File: config.mk
export PLATFORM = sky130hd
export DESIGN_NAME = brapq_ctrl
export DESIGN_NICKNAME = d
export VERILOG_FILES = /design/src/brapq_pkg.sv /design/src/brapq_ctrl.sv
export SDC_FILE = /design/constraint.sdc
export NUM_CORES = 1
export LEC_CHECK = 0
export BUFFER_PORTS_ARGS = -buffer_cell sky130_fd_sc_hd__clkbuf_2
export CAP_MARGIN = 10
export CORE_AREA = 3 3 40 42
export CTS_CLUSTER_DIAMETER = 200
export CTS_CLUSTER_SIZE = 10
export DETAILED_ROUTE_END_ITERATION = 10
export DIE_AREA = 0 0 43 45
export PLACE_DENSITY = 0.44
export SLEW_MARGIN = 20
export SYNTH_ARGS = -nofsm -noshare
export SYNTH_HDL_FRONTEND = slang
export SYNTH_SLANG_ARGS = --single-unit
File: constraint.sdc
create_clock -name clk_i -period 1 [get_ports clk_i]
set_input_delay 0.2 -clock clk_i [delete_from_list [all_inputs] [get_ports clk_i]]
set_output_delay 0.2 -clock clk_i [all_outputs]
set_load 0.05 [all_outputs]
File: src/brapq_pkg.sv
`timescale 1ns / 1ps
`default_nettype none
// ----------------------------------------------------------------------------
// Range add / point query package
// Sizes, operation codes and the control structs shared by the block's files.
// ----------------------------------------------------------------------------
package brapq_pkg;

  localparam int MAX_ELEMENTS = 256;
  // The block size must be a power of two so that an index splits into
  // block number and offset by bit selection.
  localparam int BLOCK_SIZE   = 16;
  localparam int NUM_BLOCKS   = (MAX_ELEMENTS + BLOCK_SIZE - 1) / BLOCK_SIZE;

  localparam int IDX_W = $clog2(MAX_ELEMENTS);
  localparam int OFF_W = $clog2(BLOCK_SIZE);
  localparam int BLK_W = IDX_W - OFF_W;
  localparam int CNT_W = $clog2(MAX_ELEMENTS + 1);
  localparam int VAL_W = 64;
  localparam int OP_W  = 2;

  typedef enum logic [OP_W-1:0] {
    OP_LOAD  = 2'd0,
    OP_ADD   = 2'd1,
    OP_QUERY = 2'd2,
    OP_NONE  = 2'd3
  } op_e;

  typedef struct packed {
    logic capture;
    logic decode;
    logic load_wr;
    logic walk_step;
    logic set_sum;
    logic out_load;
  } cmd_t;

  typedef struct packed {
    op_e  op;
    logic bad;
    logic walk_done;
  } sts_t;

endpackage
`default_nettype wire

File: src/brapq_ctrl.sv
`timescale 1ns / 1ps
`default_nettype none
// ----------------------------------------------------------------------------
// Range add controller
// Sequences one item at a time and owns the handshakes of both channels.
// ----------------------------------------------------------------------------
module brapq_ctrl (
  input  wire logic             clk_i,
  input  wire logic             rst_ni,
  input  wire logic             in_valid_i,
  output logic                  in_ready_o,
  output logic                  out_valid_o,
  input  wire logic             out_ready_i,
  input  wire brapq_pkg::sts_t  sts_i,
  output brapq_pkg::cmd_t       cmd_o
);

  typedef enum logic [2:0] {
    ST_IDLE,
    ST_DECODE,
    ST_QWAIT,
    ST_WALK,
    ST_RESP
  } state_e;

  state_e state_q, state_d;
  logic   out_valid_q, out_valid_d;
  logic   out_free;

  assign in_ready_o = (state_q == ST_IDLE);
  assign out_free   = !out_valid_q || out_ready_i;

  always_comb begin
    state_d     = state_q;
    cmd_o       = '0;
    out_valid_d = out_valid_q && !out_ready_i;
    unique case (state_q)
      ST_IDLE: begin
        if (in_valid_i) begin
          cmd_o.capture = 1'b1;
          state_d       = ST_DECODE;
        end
      end
      ST_DECODE: begin
        cmd_o.decode = 1'b1;
        if (sts_i.bad) begin
          state_d = ST_RESP;
        end else begin
          unique case (sts_i.op)
            brapq_pkg::OP_LOAD: begin
              cmd_o.load_wr = 1'b1;
              state_d       = ST_RESP;
            end
            brapq_pkg::OP_QUERY: state_d = ST_QWAIT;
            brapq_pkg::OP_ADD:   state_d = ST_WALK;
            default:             state_d = ST_RESP;
          endcase
        end
      end
      ST_QWAIT: begin
        cmd_o.set_sum = 1'b1;
        state_d       = ST_RESP;
      end
      ST_WALK: begin
        if (sts_i.walk_done) begin
          state_d = ST_RESP;
        end else begin
          cmd_o.walk_step = 1'b1;
        end
      end
      ST_RESP: begin
        if (out_free) begin
          cmd_o.out_load = 1'b1;
          out_valid_d    = 1'b1;
          state_d        = ST_IDLE;
        end
      end
      default: state_d = ST_IDLE;
    endcase
  end

  always_ff @(posedge clk_i or negedge rst_ni) begin
    if (!rst_ni) begin
      state_q     <= ST_IDLE;
      out_valid_q <= 1'b0;
    end else begin
      state_q     <= state_d;
      out_valid_q <= out_valid_d;
    end
  end

  assign out_valid_o = out_valid_q;

  a_accept_decodes: assert property (@(posedge clk_i) disable iff (!rst_ni)
    (in_valid_i && in_ready_o) |=> (state_q == ST_DECODE))
    else $error("accepted item not decoded next cycle");

  a_walk_ends: assert property (@(posedge clk_i) disable iff (!rst_ni)
    (state_q == ST_WALK && sts_i.walk_done) |=> (state_q == ST_RESP))
    else $error("range walk did not finish");

  a_qwait_origin: assert property (@(posedge clk_i) disable iff (!rst_ni)
    (state_q == ST_QWAIT) |-> ($past(state_q) == ST_DECODE))
    else $error("query wait entered from wrong state");

  a_no_overwrite: assert property (@(posedge clk_i) disable iff (!rst_ni)
    cmd_o.out_load |-> (!out_valid_q || out_ready_i))
    else $error("result register overwritten while held");

endmodule
`default_nettype wire
Yosys cells after proc, flatten, opt, wreduce, memory -nomap -nowiden
Index checks and enable logic that the tools add are counted.
- register bits: 4
- input bits: 8
- output and inout port bits: 8
- logic and storage cells: 36
- equal/unequal tests: 9
- muxes and demuxes: 18
- reduce and logical (&&, ||, !) cells: 7
- operators with widths (kind ; count):
    $pmux 3 s5 ; 1
    $mux 3 ; 4
    $mux 1 ; 11
    $eq 3x2->1 const B ; 2
    $ne 2x2->1 const B ; 3
    $pmux 3 s2 ; 1
    $eq 3x1->1 const B ; 1
    $eq 3x3->1 const B ; 1
    $logic_not 3->1 ; 1
    $reduce_and 3->1 ; 1
    $eq 2x1->1 const B ; 1
    $eq 2x2->1 const B ; 1
    $logic_not 1->1 ; 2
    $logic_not 2->1 ; 1
    $mux 2 ; 1
    $logic_and 1x1->1 ; 1
    $logic_or 1x1->1 ; 1

Longest topological paths before layout
Gate-level depths: netlist of the first run.
- depth after elaboration: 4
- gate-level depth with buffers: 5
- gate-level depth less buffers: 5

Worst setup path before layout of the first run
OpenSTA, ideal clock, no wires.
- path kind: register to output
- start: register state_q[2]
- end: output port cmd_o[3] (netlist bit)
- arrival: 2.245 ns
- required time: 0.800 ns
- setup slack: -1.445 ns
- cell stages (with the launch flop): 3
- buffers on the path: 0
- path through: dfrtp_1 nand2b_4 nor4b_1
- RTL lines (what ; RTL line ; text):
    from (decl) ; brapq_ctrl.sv:26 ; state_e state_q, state_d;
    from (signal assigned) ; brapq_ctrl.sv:87 ; state_q <= state_d;
    to (decl) ; brapq_ctrl.sv:15 ; output brapq_pkg::cmd_t cmd_o

==> impl_metrics.json, run 1 <==
{
  "cts_buffer_depth": 2,
  "violations": "negative setup slack",
  "dieArea_um2": 1940,
  "synth_edf_count": 0,
  "pin_count": 16,
  "grt_pass1_vias": 366,
  "worstSkewPairLatency_ns": 0.24,
  "outcome": "finished with violations",
  "final_common_cell": "buf_4",
  "critPathKind": "flip-flop to output port",
  "hold_viol": 0,
  "ys_types": 17,
  "grt_antenna_before_repair": 0,
  "mostFrequentLayoutCells": "buf_4 (13), clkbuf_2 (7), inv_1 (4), buf_8 (4)",
  "first_pass_iters": 2,
  "antenna_cells": 0,
  "gp_congestion": 0.757,
  "antenna_left": 0,
  "via_count": 348,
  "leakage_nw": 0.330,
  "max_stage_delay_ns": 0.45,
  "cts-root-buf": "clkbuf_4",
  "fmax_ghz": 0.672,
  "syn_inst": 35,
  "power.density_nw_per_um2": 2910,
  "die_h_um": 45,
  "rows": 13,
  "path_cells": "nand2b_4 -> nor4b_4 -> clkbuf_8",
  "syn-num-nets": 45,
  "hold_path.class": "input port to async pin",
  "critPathCaptureType": "output port",
  "seq_area_frac_synth_pct": 33.6,
  "report.final.slew_viol_count": 0,
  "cp_top_family": "flip-flops",
  "cts_buffers": 3,
  "grt_pass1_wl_um": 1410,
  "critPathBufInv": 1,
  "ys_seq_elements": 4,
  "cp.arrival_ns": 1.29,
  "min_period_over_period_pct": 149,
  "syn_area_per_cell_um2": 8.51,
  "ys_warn_count": 0,
  "drtIter0Drc": 1,
  "drv_cap": 0,
  "grt_start_max_net_pins": 8,
  "finalSetupViolCount": 10,
  "worstMarginPinSlew_ns": 0.216,
  "synth_top_flop_cell": "dfrtp_1",
  "port_buffers": 15,
  "peakVddDrop_mv": 1.41,
  "required_ns": 0.80,
  "fin_crit_ns": 1.49,
  "timing.final.ws_setup_ns": -0.489,
  "cp_slowest_cell": "dfrtp_2",
  "gr-total-overflow": 0,
  "grt_use_total_pct": 10.2,
  "place_ws_ns": -0.319,
  "htree_levels": 1,
  "async_flop_share_pct": 100,
  "numClockSinks": 4,
  "drc": 0,
  "start_util_pct": 23.2,
  "fin_worst_skew_ns": 0.000147,
  "critPathLaunchType": "flip-flop",
  "areaGrowthSynthToFinish_pct": 135,
  "synth_area_um2": 298,
  "drive_above_1_share_pct": 70.1,
  "relSlewSlack_pct": 85.6,
  "setup_tns_ns": -3.48,
  "rsz0062_at_grt": "yes",
  "core_area_um2": 1280,
  "nets": 78,
  "crit_path_max_fanout": 5,
  "cts_tree": "built",
  "path_clk_slew_ns": 0.04,
  "place_hpwl_um": 648,
  "drt-wirelength-per-cell_um": 10.4,
  "die_w_um": 43,
  "wl_um": 851,
  "via_per_inst": 4.24
}
## worst paths after layout
| check | cells past startpoint | endpoint | slack [ns] | startpoint |
|---|---|---|---|---|
| worst max-delay path | 3 | cmd_o[3] | -0.49 | state_q[2] |
| worst min-delay path | 2 | state_q[1] | 0.30 | rst_ni |
| worst max register to register | 5 | state_q[2] | -0.16 | state_q[1] |
| worst min register to register | 2 | state_q[0] | 0.66 | state_q[2] |
| max in group asynchronous | 2 | state_q[0] | 0.56 | rst_ni |
| min in group clk_i | 4 | state_q[0] | 0.33 | sts_i[1] |
## registers in the layout (all words and copies together), names as in the netlist
register,count
out_valid_o,1
state_q,3
## cells by family (layout without fill, tap and decap cells)
logic type | after synthesis | count (layout) | synth area share (%)
buffers and inverters | 6 | 38 | 11.3
adder cells (fa/ha/maj) | 2 | 2 | 8.40
flip-flops | 4 | 4 | 33.6
AND/OR/NAND/NOR | 19 | 19 | 37.4
AO/OA/AOI/OAI | 4 | 4 | 9.24
## area by class of cell
cell class	instances	area [µm²]
Clock buffer	4	26.3
Fill cell	124	584
Inverter	4	15.0
Multi-Input combinational cell	25	255
Sequential cell	4	104
Tap cell	15	18.8
Timing Repair Buffer	30	282
## synthesized netlist by cell type, drive strengths merged (2+ instances only)
| master | n | area (µm²) |
|---|---|---|
| nor4b | 2 | 17.5 |
| ha | 2 | 25.0 |
| nor3 | 3 | 15.0 |
| nand2b | 4 | 32.5 |
| nor2 | 5 | 21.3 |
| inv | 4 | 15.0 |
| nand2 | 3 | 11.3 |
| buf | 2 | 18.8 |
| a21oi | 2 | 10.0 |
| dfrtp | 4 | 100 |
## routing by layer
layer	track usage, %	vias up	part of all wire, %
met5	0	-	0
met4	9.04	0	0
met3	1.59	0	5.9
met2	14.4	13	48
met1	13.5	154	46
li1	-	181	-
## per-stage QoR
stage               power (mW)  std cells  cell area (µm²)  util (%)  hold slack [ns]
global route              2.15         82              701      54.5            0.308
detailed placement        1.45         76              544      42.4           0.0138
global placement          1.46         76              544      42.4           0.0139
finish                    2.04         82              701      54.5            0.301
CTS                       1.93         81              664      51.7            0.287
floorplan                 1.05         35              342         -          -0.0956
## repair_timing
item,CTS,global route
pin swaps,3,1
resized for setup,19,8
cloned,0,0
hold buffers,1,0
setup buffers,0,1
setup endpoints to repair,11,11
hold endpoints to repair,4,0
## where the power goes
group | internal [mW] | total (mW) | switching (mW) | leakage [nW]
Clock | 0.151 | 0.230 | 0.0796 | 0.0150
Sequential | 0.234 | 0.361 | 0.127 | 0.0477
Combinational | 0.700 | 1.45 | 0.747 | 0.267
Total | 1.08 | 2.04 | 0.954 | 0.330
Note: power is estimated with default switching activity, not from simulation.
==> inputs of run 2 (changes only) <==
--- a/config.mk
+++ b/config.mk
@@ -13,6 +13,7 @@
 export DETAILED_ROUTE_END_ITERATION = 10
 export DIE_AREA = 0 0 43 45
 export PLACE_DENSITY = 0.44
+export REMOVE_ABC_BUFFERS = 1
 export SLEW_MARGIN = 20
 export SYNTH_ARGS = -nofsm -noshare
 export SYNTH_HDL_FRONTEND = slang
==> impl_metrics.json, run 2 (same netlist as run 1, synthesis figures left out) <==
{
  "outcome": "finished with violations",
  "violations": "negative setup slack",
  "first_pass_iters": 4,
  "relSlewSlack_pct": 84.3,
  "setup_tns_ns": -3.35,
  "path_cells": "nand2b_4 -> nor4b_4 -> clkbuf_8",
  "port_buffers": 15,
  "cp_slowest_cell": "dfrtp_2",
  "placed_area_um2": 463,
  "fin_util_pct": 51.3,
  "mostFrequentLayoutCells": "buf_4 (12), clkbuf_2 (7), inv_1 (4), clkbuf_8 (4)",
  "drv_cap": 0,
  "htree_levels": 1,
  "required_ns": 0.80,
  "cts_tree": "built",
  "drive_above_1_share_pct": 71.2,
  "grt_busiest_layer": "met2",
  "seqPwrFrac_pct": 18.5,
  "worstSkewPairLatency_ns": 0.23,
  "fin_crit_ns": 1.47,
  "cts-root-buf": "clkbuf_4",
  "fin_worst_skew_ns": 0.0000805,
  "critPathKind": "flip-flop to output port",
  "largest_register": "state_q",
  "pin_count": 16,
  "via_count": 350,
  "fill_cells": 119,
  "die_h_um": 45,
  "cp.arrival_ns": 1.27,
  "cts_buffers": 3,
  "power.density_nw_per_um2": 2760,
  "use_met3_pct": 2.39,
  "die_w_um": 43,
  "place_hpwl_um": 569,
  "worstMarginPinSlew_ns": 0.234,
  "path_clk_slew_ns": 0.04,
  "dp.cells": 75,
  "clockPowerShare_pct": 10.7,
  "power_switching_uw": 867,
  "grt_pass1_wl_um": 1480,
  "gr-total-overflow": 0,
  "areaGrowthSynthToFinish_pct": 121,
  "largest_reg_flops": 3,
  "use_met2_pct": 18.6,
  "leakage_nw": 0.315,
  "wl_um": 826,
  "final_area_um2": 659,
  "rows": 13,
  "drc": 0,
  "drt-wirelength-per-cell_um": 10.2,
  "peakVddDrop_mv": 1.63,
  "critPathLaunchType": "flip-flop",
  "numClockSinks": 4,
  "start_util_pct": 23.2,
  "stdcell_count": 81,
  "swShare_pct": 47.7,
  "finalSetupViolCount": 10,
  "report.final.slew_viol_count": 0,
  "grt_pass1_vias": 378,
  "max_stage_delay_ns": 0.43,
  "grt_use_total_pct": 10.4,
  "core_area_um2": 1280,
  "hold_viol": 0,
  "via_per_inst": 4.32,
  "rsz0062_at_grt": "yes",
  "use_met1_pct": 10.7,
  "nets": 78,
  "hold_ws_ns": 0.292,
  "dieArea_um2": 1940,
  "final_common_cell": "buf_4",
  "min_period_over_period_pct": 147,
  "critPathCaptureType": "output port",
  "gp_congestion": 0.681,
  "comb_power_share_pct": 70.8,
  "cp_top_family": "flip-flops",
  "intPower_uw": 950,
  "grt_start_max_net_pins": 8,
  "antenna_cells": 0,
  "critPathBufInv": 1,
  "crit_path_max_fanout": 5,
  "fmax_ghz": 0.680,
  "timing.final.ws_setup_ns": -0.470,
  "cts_buffer_depth": 2,
  "grt_antenna_before_repair": 0,
  "drtIter0Drc": 6,
  "antenna_left": 0,
  "hold_path.class": "input port to flip-flop"
}
run 2: cell type report:
type                    count  area, µm²  share of cell area [%]
clock buffers               3       22.5                    3.42
repair buffers             30        269                    40.8
flip-flops and latches      4        104                    15.7
multi-input cells          25        230                    34.9
well taps                  15       18.8                    2.85
inverters                   4       15.0                    2.28
run 2: path summary, 6_finish.rpt:
check,from,endpoint,slack [ns],cells past startpoint
max reg2reg,state_q[1],state_q[2],-0.15,5
min reg2reg,state_q[2],state_q[0],0.51,1
max,state_q[2],cmd_o[3],-0.47,3
max in group asynchronous,rst_ni,state_q[0],0.55,2
min,in_valid_i,state_q[0],0.29,3
min in group asynchronous,rst_ni,out_valid_o,0.32,2
run 2: power by group through the flow:
stage	Sequential (mW)	Combinational (mW)	Clock, mW
after detailed placement	0.312	0.960	0
final	0.337	1.29	0.194
after global placement	0.310	0.966	0
after floorplan	0.389	0.523	0
after global routing	0.349	1.37	0.215
after CTS	0.335	1.23	0.208
run 2: worst min-delay path: stages:
cell      delay, ns
clkbuf_2       0.09
a21oi_1        0.14
a311oi_1       0.06
run 2: repair_timing:
action | 4_1_cts | 5_1_grt
hold buffers | 1 | 0
resized for setup | 31 | 7
pin swaps | 5 | 2
endpoints found under the hold margin | 4 | 0
buffers inserted | 3 | 0
endpoints found under the setup margin | 11 | 10
run 2: through the flow:
step / total power, mW / setup WS (ns)
after global placement: 1.28 / -0.353
after floorplan: 0.912 / -1.45
after global routing: 1.93 / -0.527
final: 1.82 / -0.470
after detailed placement: 1.27 / -0.360
after CTS: 1.77 / -0.482
run 2: layer usage:
| metal | vias up | part of all wire (%) |
|---|---|---|
| li1 | 179 | - |
| met1 | 159 | 38 |
| met2 | 12 | 56 |
| met3 | 0 | 5.9 |
| met4 | 0 | 0 |
| met5 | - | 0 |
